==> config.mk <==
export PLATFORM = sky130hd
export DESIGN_NAME = has_queue
export DESIGN_NICKNAME = d
export VERILOG_FILES = /design/src/design/has_pkg.sv /design/src/design/has_queue.sv
export SDC_FILE = /design/constraint.sdc
export NUM_CORES = 1
export LEC_CHECK = 0
export BUFFER_PORTS_ARGS = -buffer_cell sky130_fd_sc_hd__buf_4
export CAP_MARGIN = 20
export CORE_MARGIN = 4
export CORE_UTILIZATION = 45
export CTS_BUF_LIST = sky130_fd_sc_hd__clkbuf_4 sky130_fd_sc_hd__clkbuf_8
export DETAILED_ROUTE_END_ITERATION = 6
export PLACE_DENSITY = 0.7
export RECOVER_POWER = 50
export SLEW_MARGIN = 0
export SYNTH_ARGS = -nofsm -noshare
export SYNTH_HDL_FRONTEND = slang
export SYNTH_SLANG_ARGS = --single-unit
==> constraint.sdc <==
create_clock -name clk_i -period 6.1 [get_ports clk_i]
set_clock_uncertainty 0.1 [all_clocks]
set_input_delay 0.61 -clock clk_i [delete_from_list [all_inputs] [get_ports clk_i]]
set_output_delay 0.61 -clock clk_i [all_outputs]
set_load 0.01 [all_outputs]
==> src/design/has_pkg.sv <==
package has_pkg;

  // key and hash constants
  localparam int unsigned ADDR_W     = 64;
  localparam int unsigned HASH_SHIFT = 4;
  localparam logic [31:0] HASH_MULT  = 32'd2654435761;
  localparam int unsigned FLAG_BIT   = 63;

  // default geometry of the store
  localparam int unsigned DEF_BUCKETS      = 256;
  localparam int unsigned DEF_SLOTS        = 8;
  localparam int unsigned DEF_SEGMENTS     = 4;

  // entries of the request queue between front and back
  localparam int unsigned QUEUE_DEPTH = 2;

  typedef enum logic [1:0] {
    MODE_TEST   = 2'd0,
    MODE_INSERT = 2'd1,
    MODE_ERASE  = 2'd2,
    MODE_CLEAR  = 2'd3
  } mode_e;

  typedef enum logic [2:0] {
    STAT_NONE     = 3'd0,
    STAT_INSERTED = 3'd1,
    STAT_NEW_SEG  = 3'd2,
    STAT_ERASED   = 3'd3,
    STAT_FULL     = 3'd4
  } status_e;

  typedef struct packed {
    mode_e              mode;
    logic [ADDR_W-1:0]  address;
  } req_t;

endpackage

==> src/design/has_queue.sv <==
module has_queue #(
  parameter int unsigned BW = 8
) (
  input  logic             clk_i,
  input  logic             rst_ni,
  input  logic             push_i,
  input  has_pkg::req_t    req_i,
  input  logic [BW-1:0]    bucket_i,
  output logic             full_o,
  input  logic             pop_i,
  output logic             valid_o,
  output has_pkg::req_t    req_o,
  output logic [BW-1:0]    bucket_o
);
  import has_pkg::*;

  localparam int unsigned PW = (QUEUE_DEPTH > 1) ? $clog2(QUEUE_DEPTH) : 1;
  localparam int unsigned CW = $clog2(QUEUE_DEPTH + 1);

  req_t          req_q    [QUEUE_DEPTH];
  logic [BW-1:0] bucket_q [QUEUE_DEPTH];
  logic [PW-1:0] wr_ptr_q;
  logic [PW-1:0] rd_ptr_q;
  logic [CW-1:0] count_q;

  assign full_o   = (count_q == CW'(QUEUE_DEPTH));
  assign valid_o  = (count_q != '0);
  assign req_o    = req_q[rd_ptr_q];
  assign bucket_o = bucket_q[rd_ptr_q];

  // pointers and fill count
  always_ff @(posedge clk_i or negedge rst_ni) begin
    if (!rst_ni) begin
      wr_ptr_q <= '0;
      rd_ptr_q <= '0;
      count_q  <= '0;
    end else begin
      if (push_i) begin
        wr_ptr_q <= (wr_ptr_q == PW'(QUEUE_DEPTH - 1)) ? '0 : wr_ptr_q + 1'b1;
      end
      if (pop_i) begin
        rd_ptr_q <= (rd_ptr_q == PW'(QUEUE_DEPTH - 1)) ? '0 : rd_ptr_q + 1'b1;
      end
      if (push_i && !pop_i) begin
        count_q <= count_q + 1'b1;
      end else if (pop_i && !push_i) begin
        count_q <= count_q - 1'b1;
      end
    end
  end

  // entry storage
  always_ff @(posedge clk_i) begin
    if (push_i) begin
      req_q[wr_ptr_q]    <= req_i;
      bucket_q[wr_ptr_q] <= bucket_i;
    end
  end

endmodule

==> metrics.md <==
| Metric | Value |
|---|---|
| Clk_lat worst skew | 430 ps |
| Violated checks | capacitance limit, slew limit |
| Peak VDD IR | 0.247 mV |
| Startpoint Class | register |
| IO Pins | 154 |
| Most used DFF post-synth | edfxtp_1 |
| First-pass DRT Iterations | 4 |
| Yosys warnings | 0 |
| Deepest clock path buffer count | 2 |
| Yosys reg bits | 152 |
| Total CTS buffers | 17 |
| Place WS | 3270 ps |
| Post-synthesis cell count | 246 |
| Critical path arrival | 2520 ps |
| Syn Nets | 325 |
| Area grow syn2layout | 28.7% |
| CP Capture Type | primary output |
| Maxcap violations | 1 |
| Drt wl/cell | 16.8 um |
| Height of the die | 121 um |
| Worst Path Max Fanout | 47 |
| Seq/Total Area, Yosys | 79.3% |
| RSZ-0062 raised after global routing | no |
| CP Data Required Time | 5390 ps |
| Vias in the first global route | 3,059 |
| Detailed placement HPWL | 6470 um |
| Slew HR | -0.172% |
| Fmax | 309 MHz |
| Fin Setup TNS | 0 ps |
| Leading cell types by count after synthesis | edfxtp_1, mux2_4, mux2_2 |
| Post-CTS Setup Bufs | 0 |
| Root Buffer | clkbuf_8 |
| Worst-Margin Slew | 1500 ps |
| Synth area leader | edfxtp_1 |
| Worst Slack Setup Final | 2870 ps |
| RePlAce Congestion | 0.737 |
| Finish-stage setup viols | 0 |
| TritonCTS clock tree | done |
| Period minus WS final | 3230 ps |
| Initial antenna violation count | 1 |
| Largest net degree at the start of global routing | 75 |
| Synth area leaders | edfxtp_1, mux2_4, mux2_2 |
| H-tree levels | 4 |
| Post-CTS resize count | 0 |
| Worst setup path class | register to primary output |
| Synth top area share | 77.5% |
| Outcome | finished with violations |
| Gr usage total | 14.4% |
| Rows | 40 |
| PortBufs | 153 |
| Most frequent cell after synthesis | edfxtp_1 |
| Initial Utilization | 46.7% |
| Core Area | 12,300 um^2 |
| Final worst-path cycle share | 53.0% |
| Power density over the cells | 454 nW/um^2 |
| CTS Hold Bufs | 1 |
| Leak pwr | 0.00283 uW |
| Share of cells above drive strength 1 | 55.4% |
| Residual DRC count | 0 |
| Syn Area/Cell | 23.3 um^2 |
| Remaining antenna violation count | 0 |
| Post-synthesis cell type count | 14 |
| GRT overflow | 0 |
| Post-synth EDFFs | 148 |
| Final hold vios | 0 |
| Die area | 14,600 um^2 |
| Pins Over Slew Limit | 26 |
| DRT iter0 DRCs | 189 |
| Post-Syn Area | 5730 um^2 |
| Total Nets Final | 493 |
| Worst Hold Class | input port to register |
| DR vias/cell | 4.66 |
| First-pass GRT wire length | 15,600 um |
| Post-Route WL | 9980 um |
| Via Count | 2,766 |
| Filler cells | 944 |
| Synth async-reset ratio | 2.63% |
| Sink Count | 152 |
| Die Wd | 121 um |
| Inserted Diodes | 0 |
| Worst-path clk slew | 80 ps |
==> power breakdown <==
| part | switching [uW] | internal (uW) | leakage (uW) | total, uW |
|---|---|---|---|---|
| Sequential | 102 | 1390 | 0.00143 | 1490 |
| Clock | 357 | 438 | 0.000192 | 795 |
| Combinational | 456 | 603 | 0.00120 | 1060 |
| Total | 915 | 2430 | 0.00283 | 3350 |
==> cell type report <==
cell class	count	area (um^2)	share of cell area, %
Sequential cell	152	4550	61.7
Multi-Input combinational cell	85	1110	15.0
Timing Repair Buffer	157	1090	14.7
Clock buffer	17	234	3.17
Tap cell	168	210	2.85
Clock inverter	14	183	2.48
Inverter	1	3.75	0.0509
==> worst max-delay path: stages, from the launching register on <==
cell     delay (ps)
dfrtp_4         780
buf_4           690
mux2_2          420
buf_4           140
==> state kept, by name, summed over array words and instances, names as in the netlist <==
name      count
count_q       2
rd_ptr_q      1
wr_ptr_q      1
bucket_q     16
req_q       132
==> cells in the final DEF (no fill, tap or decap), types with 2 or more instances in the layout <==
cell	synthesis	layout
clkbuf_8	0	17
clkinv_1	0	3
clkinvlp_4	0	5
dfrtp_1	4	3
clkbuf_1	0	25
mux2_2	24	24
nor2b_1	2	2
mux2_4	50	50
bufinv_16	0	4
edfxtp_1	148	148
buf_4	0	79
clkbuf_4	0	52
xor2_1	4	4
==> final timing paths <==
path | startpoint | to | slack (ps) | depth (start not counted)
setup / recovery | rd_ptr_q$_DFFE_PN0P_ | req_o[47] | 2870 | 3
hold / removal | pop_i | rd_ptr_q$_DFFE_PN0P_ | 250 | 2
setup reg to reg | wr_ptr_q$_DFFE_PN0P_ | req_q[0][27]$_DFFE_PP_ | 3120 | 2
hold reg to reg | wr_ptr_q$_DFFE_PN0P_ | wr_ptr_q$_DFFE_PN0P_ | 390 | 1
max in group asynchronous | rst_ni | rd_ptr_q$_DFFE_PN0P_ | 5160 | 2
min in group asynchronous | rst_ni | wr_ptr_q$_DFFE_PN0P_ | 490 | 2
==> per-layer routing <==
metal	wire length [um]	global-route usage (%)
met1	3930	16.4
met4	164	6.37
met5	13	0
met3	996	6.57
met2	4870	23.2
==> cell families after synthesis <==
logic type	Yosys count	synth area share (%)
flops	152	79.3
buf+inv	9	1.42
simple gates	5	0.502
xor+xnor	5	0.764
mux	74	17.8
fa+ha+maj	1	0.218
==> stage by stage <==
stage	hold WS (ps)	utilization, %	instance area (um^2)	cells	power, uW
3_3_place_gp	312	57.4	7040	561	2610
2_1_floorplan	214	-	5730	246	2180
5_1_grt	224	60.1	7370	594	3530
6_report	250	60.1	7370	594	3350
4_1_cts	217	61.1	7490	594	3420
3_5_place_dp	317	57.6	7060	562	2620
Note: power is estimated with default switching activity, not from simulation.
