### src/design/has_pkg.sv
package has_pkg;

  // key and hash constants
  localparam int unsigned ADDR_W     = 64;
  localparam int unsigned HASH_SHIFT = 4;
  localparam logic [31:0] HASH_MULT  = 32'd2654435761;
  localparam int unsigned FLAG_BIT   = 63;

  // default geometry of the store
  localparam int unsigned DEF_BUCKETS      = 256;
  localparam int unsigned DEF_SLOTS        = 8;
  localparam int unsigned DEF_SEGMENTS     = 4;

  // entries of the request queue between front and back
  localparam int unsigned QUEUE_DEPTH = 2;

  typedef enum logic [1:0] {
    MODE_TEST   = 2'd0,
    MODE_INSERT = 2'd1,
    MODE_ERASE  = 2'd2,
    MODE_CLEAR  = 2'd3
  } mode_e;

  typedef enum logic [2:0] {
    STAT_NONE     = 3'd0,
    STAT_INSERTED = 3'd1,
    STAT_NEW_SEG  = 3'd2,
    STAT_ERASED   = 3'd3,
    STAT_FULL     = 3'd4
  } status_e;

  typedef struct packed {
    mode_e              mode;
    logic [ADDR_W-1:0]  address;
  } req_t;

endpackage

### src/design/has_front.sv
module has_front #(
  parameter int unsigned BUCKETS = has_pkg::DEF_BUCKETS,
  parameter int unsigned BW      = $clog2(BUCKETS)
) (
  input  logic                 clk_i,
  input  logic                 rst_ni,
  input  logic                 start_i,
  input  logic [1:0]           mode_i,
  input  logic [63:0]          address_i,
  output logic                 busy_o,
  input  logic                 hold_i,
  input  logic                 q_full_i,
  output logic                 push_o,
  output has_pkg::req_t        req_o,
  output logic [BW-1:0]        bucket_o
);
  import has_pkg::*;

  localparam logic [BW-1:0] BUCKET_MASK = BW'(BUCKETS - 1);

  logic            valid_q;
  req_t            req_q;
  logic [BW-1:0]   bucket_q;
  logic [BW-1:0]   bucket_d;
  logic [2*BW-1:0] prod;
  logic            accept;

  // bucket hash: only the low bits of the product are kept
  always_comb begin
    prod     = (2*BW)'(address_i[HASH_SHIFT +: BW]) * (2*BW)'(HASH_MULT[BW-1:0]);
    bucket_d = prod[BW-1:0] & BUCKET_MASK;
  end

  // stage moves on whenever the queue has room
  assign push_o   = valid_q && !q_full_i;
  assign busy_o   = hold_i || (valid_q && q_full_i);
  assign accept   = start_i && !busy_o;
  assign req_o    = req_q;
  assign bucket_o = bucket_q;

  // request stage valid
  always_ff @(posedge clk_i or negedge rst_ni) begin
    if (!rst_ni) begin
      valid_q <= 1'b0;
    end else if (accept) begin
      valid_q <= 1'b1;
    end else if (push_o) begin
      valid_q <= 1'b0;
    end
  end

  // request stage payload
  always_ff @(posedge clk_i) begin
    if (accept) begin
      req_q.mode    <= mode_e'(mode_i);
      req_q.address <= address_i;
      bucket_q      <= bucket_d;
    end
  end

endmodule

### config.mk
export PLATFORM = sky130hd
export DESIGN_NAME = has_front
export DESIGN_NICKNAME = d
export VERILOG_FILES = /design/src/design/has_pkg.sv /design/src/design/has_front.sv
export SDC_FILE = /design/constraint.sdc
export NUM_CORES = 1
export LEC_CHECK = 0
export CELL_PAD_IN_SITES_DETAIL_PLACEMENT = 2
export CELL_PAD_IN_SITES_GLOBAL_PLACEMENT = 2
export CORE_MARGIN = 2
export CORE_UTILIZATION = 43
export DETAILED_ROUTE_END_ITERATION = 6
export DONT_BUFFER_PORTS = 1
export MAX_ROUTING_LAYER = met4
export PLACE_DENSITY_LB_ADDON = 0.1
export SLEW_MARGIN = 20
export SYNTH_ARGS = -nofsm -noshare
export SYNTH_HDL_FRONTEND = slang
export SYNTH_SLANG_ARGS = --single-unit
### constraint.sdc
create_clock -name clk_i -period 6.5 [get_ports clk_i]
set_input_delay 1.3 -clock clk_i [delete_from_list [all_inputs] [get_ports clk_i]]
set_output_delay 1.3 -clock clk_i [all_outputs]
set_load 0.005 [all_outputs]
==> key figures, run 1 <==
Status
  • Failed at: detailed placement (3_5_place_dp)
  • Stop Error: [ERROR DPL-0033] detailed placement checks failed during check placement.
  • Status: stopped before the end

Synthesis
  • Yosys top cell area share: 0.8917
  • Seq/Total Area, Yosys: 0.9023
  • Synthesized area: 0.002357 mm²
  • Mapped Nets: between 150 and 200
  • Yosys warns: 0
  • Yosys cell types: 11
  • Synth top area cells: edfxtp_1 89%, ha_1 3.7%, xnor2_1 2.2%
  • Register bit total from synthesis: slightly above 70
  • Dominant cell type by area after synthesis: edfxtp_1
  • Syn avg cell area: about 25 µm²
  • Cell count after synthesis: 96

Die
  • Die width: around 78 µm
  • Die H: around 78 µm
  • Row count: 26
  • Io pins: 147
  • Initial core utilization: 0.4529

Place
  • Buffers on Ports: 0
  • Placer Congestion: approximately 0.64
  • DP HPWL: between 3 and 4 mm
-- synth_stat cells, drive strengths merged --
cell	number
edfxtp	70
ha	7
xnor2	6
buf	4
nand2	2
nand2b	2
a21oi	1
dfrtp	1
fa	1
nor2b	1
xor2	1
-- through the flow --
stage	cell area (µm²)	hold WS, ns	instances
after floorplan	2357	0.4740	96
after global placement	2434	0.5603	163
-- cell families after synthesis --
logic type | Yosys count | synth area share
AO/OA/AOI/OAI | 1 | 0.002121
XOR/XNOR | 7 | 0.02601
adder cells (fa/ha/maj) | 8 | 0.04565
buffers and inverters | 4 | 0.01274
flip-flops | 71 | 0.9023
AND/OR/NAND/NOR | 5 | 0.01115
==> inputs of run 2 (changes only) <==
Settings changed: CELL_PAD_IN_SITES_DETAIL_PLACEMENT 2 to default, CELL_PAD_IN_SITES_GLOBAL_PLACEMENT 2 to default, CORE_UTILIZATION 43 to 30, MAX_ROUTING_LAYER met4 to default, PLACE_DENSITY_LB_ADDON 0.1 to 0.15.
==> run 2 against run 1 <==
Net effect:
- area after synthesis is the same
- the run now ends clean
- synthesized cell count unchanged
==> key figures, run 2 <==
Die
  • Die width: 92.64 µm (+19%)
  • Initial core utilization: 0.3066 (-0.1462)
  • Core Area: just under 0.008 mm²
  • Die H: 92.64 µm (+19%)
  • Row count: 32 (+23%)
  • Die area: about 0.0086 mm²
  • Io pins: 147 (unchanged)

Setup path
  • Worst EP arrival: roughly 3 ns
  • Setup CP Type: in -> reg
  • Critical path launch point type: input pin
  • Reg-to-reg startpoint: valid_q
  • Worst EP required: 6.59 ns
  • R2R Setup Slk: around 4.8 ns
  • Reg2Reg Capture Point: req_o[60]
  • Worst Setup End Kind: flip-flop
  • CP Launch Point: address_i[5]
  • Worst reg-to-reg path cell count: 2
  • Max Fanout on Critical Path: 3

STA
  • Final Hold Vio Count: 0
  • Hold Worst Slack: 0.5921 ns
  • Crit path time final: between 2 and 3 ns
  • Setup Viol. Count Final: 0
  • Max_slew headroom: 0.4282
  • Worst Clk Skew: 0.008351 ns
  • Achievable clock frequency: roughly 350 MHz
  • PnR worst setup slack: ~3.6 ns
  • Slew Limit Fails: 0
  • Worst slew pin tran: approximately 0.86 ns
  • RSZ-0062 raised after global routing: false
  • Final period util: 0.4439
  • Setup TNS: 0 ns

Place
  • Placed instance area: roughly 0.0025 mm²
  • Buffers on Ports: 0 (unchanged)
  • Post-Place Worst Slack: approximately 3.2 ns
  • Placer Congestion: 0.6355 (-0.22%)
  • DP HPWL: 2.895 mm (-27%)
  • Placed cells: 195

Clock tree
  • Post-cts sizing count: 0
  • H-tree depth: 3
  • Post-CTS setup buffers: 0
  • CTS tree: done
  • Clock slew at reported path FFs: about 0.080 ns
  • TritonCTS Buffers: 9
  • Clock insertion delay at the later pin of the skew report: around 0.34 ns
  • Clock buffer depth: 2
  • Root Buffer: clkbuf_8
  • Cts hold-fix bufs: 0
  • Clock sinks: a little over 70

Synthesis
  • Seq/Total Area, Yosys: 0.9023 (unchanged)
  • Async SR Flop Fraction: 0.01408 (unchanged)
  • Yosys cell types: 11 (unchanged)
  • Register bit total from synthesis: 71 (unchanged)
  • Syn avg cell area: 24.55 µm² (unchanged)
  • Synthesized area: 0.002357 mm² (unchanged)
  • Yosys top cell area share: 0.8917 (unchanged)
  • Yosys warns: 0 (unchanged)
  • Synth top area cells: edfxtp_1 89%, ha_1 3.7%, xnor2_1 2.2%
  • Synth cell count leaders: 70 x edfxtp_1, 7 x ha_1, 6 x xnor2_1
  • Synth Flop Type: edfxtp_1
  • Cell with the most instances after synthesis: edfxtp_1
  • Cell count after synthesis: 96 (unchanged)
  • Dominant cell type by area after synthesis: edfxtp_1
  • Post-synth EDFFs: 70 (unchanged)
  • Mapped Nets: 175 (unchanged)

Cells and area
  • Final instance area: about 0.0027 mm²
  • Share of layout cells above drive strength 1: 0.1560
  • Layout Utilization: 0.3504
  • Most common cell after layout, fill and taps aside: edfxtp_1
  • Max FFs per register: 66
  • Final Non-Filler Cells: ~210
  • Ant. Diodes: 0
  • Fin nets: between 150 and 200
  • Layout area overhead: 14.28%
  • Commonest non-fill, non-tap cells in the layout: 70 x edfxtp_1, 9 x clkbuf_8, 7 x ha_1, 6 x xnor2_1
  • Fillcell total: 720

Routing
  • Initial DRC count: 21
  • Residual DRC: 0
  • DR vias: around 920
  • DR WL/cell: between 15 and 20 µm
  • Vias per cell: about 4.4
  • DRT antenna net count: 0
  • Wirelength, routed: ~4.1 mm
  • 1st-pass router iterations: 3

Hold path
  • Hold wc startpoint: valid_q
  • Worst Hold End: valid_q
  • Hold Path Cell Cnt: 2
  • Tightest Hold Check Type: reg -> reg

Global route
  • Tot GR Track Use: 0.09298
  • Grt total ovfl: 0
  • Vias in the first global route: between 900 and 1000
  • Initial antenna violation count: 0
  • Global-route wire length before repair: 5.485 mm
  • Pin count of the biggest net entering global routing: around 70

Power
  • Pleak: about 0.87 nW
  • Tot Pwr: ~950 µW
  • VDD IR-drop max: 0.1193 mV
  • Power Density: approximately 350 mW/mm²

Flow run
  • Max_cap viols: 0

Status
  • Status: finished, final reports clean
## run 2: cell counts after synthesis
Identical to the previous run, type by type.
## run 2: critical path: stages
cell and delay (ns):
ha_1 0.30, fa_1 0.46, ha_1 0.31, ha_1 0.21, xnor2_1 0.16, xnor2_1 0.15, xnor2_1 0.09
## run 2: worst max path at each step
stage                     cells after the start          end  slack (ns)
after global routing                          7  bucket_o[7]        3.53
after detailed placement                      7  bucket_o[7]        3.23
after CTS                                     7  bucket_o[7]        3.62
after global placement                        7  bucket_o[7]        3.27
final                                         7  bucket_o[7]        3.61
after floorplan                               2  bucket_o[4]        1.12
## run 2: cells by family (layout without fill, tap and decap cells)
kind of cell / Yosys count / in the layout / synth area share
buffers and inverters: 4 / 17 / 0.01274
DFF: 71 / 71 / 0.9023
adders and majority gates: 8 / 8 / 0.04565
xor gates and xnor gates: 7 / 7 / 0.02601
AOI/OAI and AO/OA: 1 / 1 / 0.002121
and+or+nand+nor: 5 / 5 / 0.01115
## run 2: report_power, final
group          leakage [nW]  internal (mW)  switching (mW)  total [mW]
clock network         0.103          0.216           0.164       0.381
registers             0.664          0.531          0.0116       0.543
logic                 0.103         0.0115          0.0177      0.0293
total                 0.870          0.759           0.194       0.953
## run 2: routing by layer
metal  wire (µm)  global-route usage
met1        1447             0.08307
met2        1921              0.1350
met3         638             0.08544
met4         110             0.06005
met5           0                   0
## run 2: cell type report
cell class,count,area (µm²),area share
Sequential cell,71,2127,0.7896
Multi-Input combinational cell,21,211.5,0.07850
Clock buffer,9,123.9,0.04598
Tap cell,102,127.6,0.04738
Clock inverter,7,96.34,0.03576
Timing Repair Buffer,1,7.507,0.002787
No activity file was read; power rests on OpenSTA's default activity.
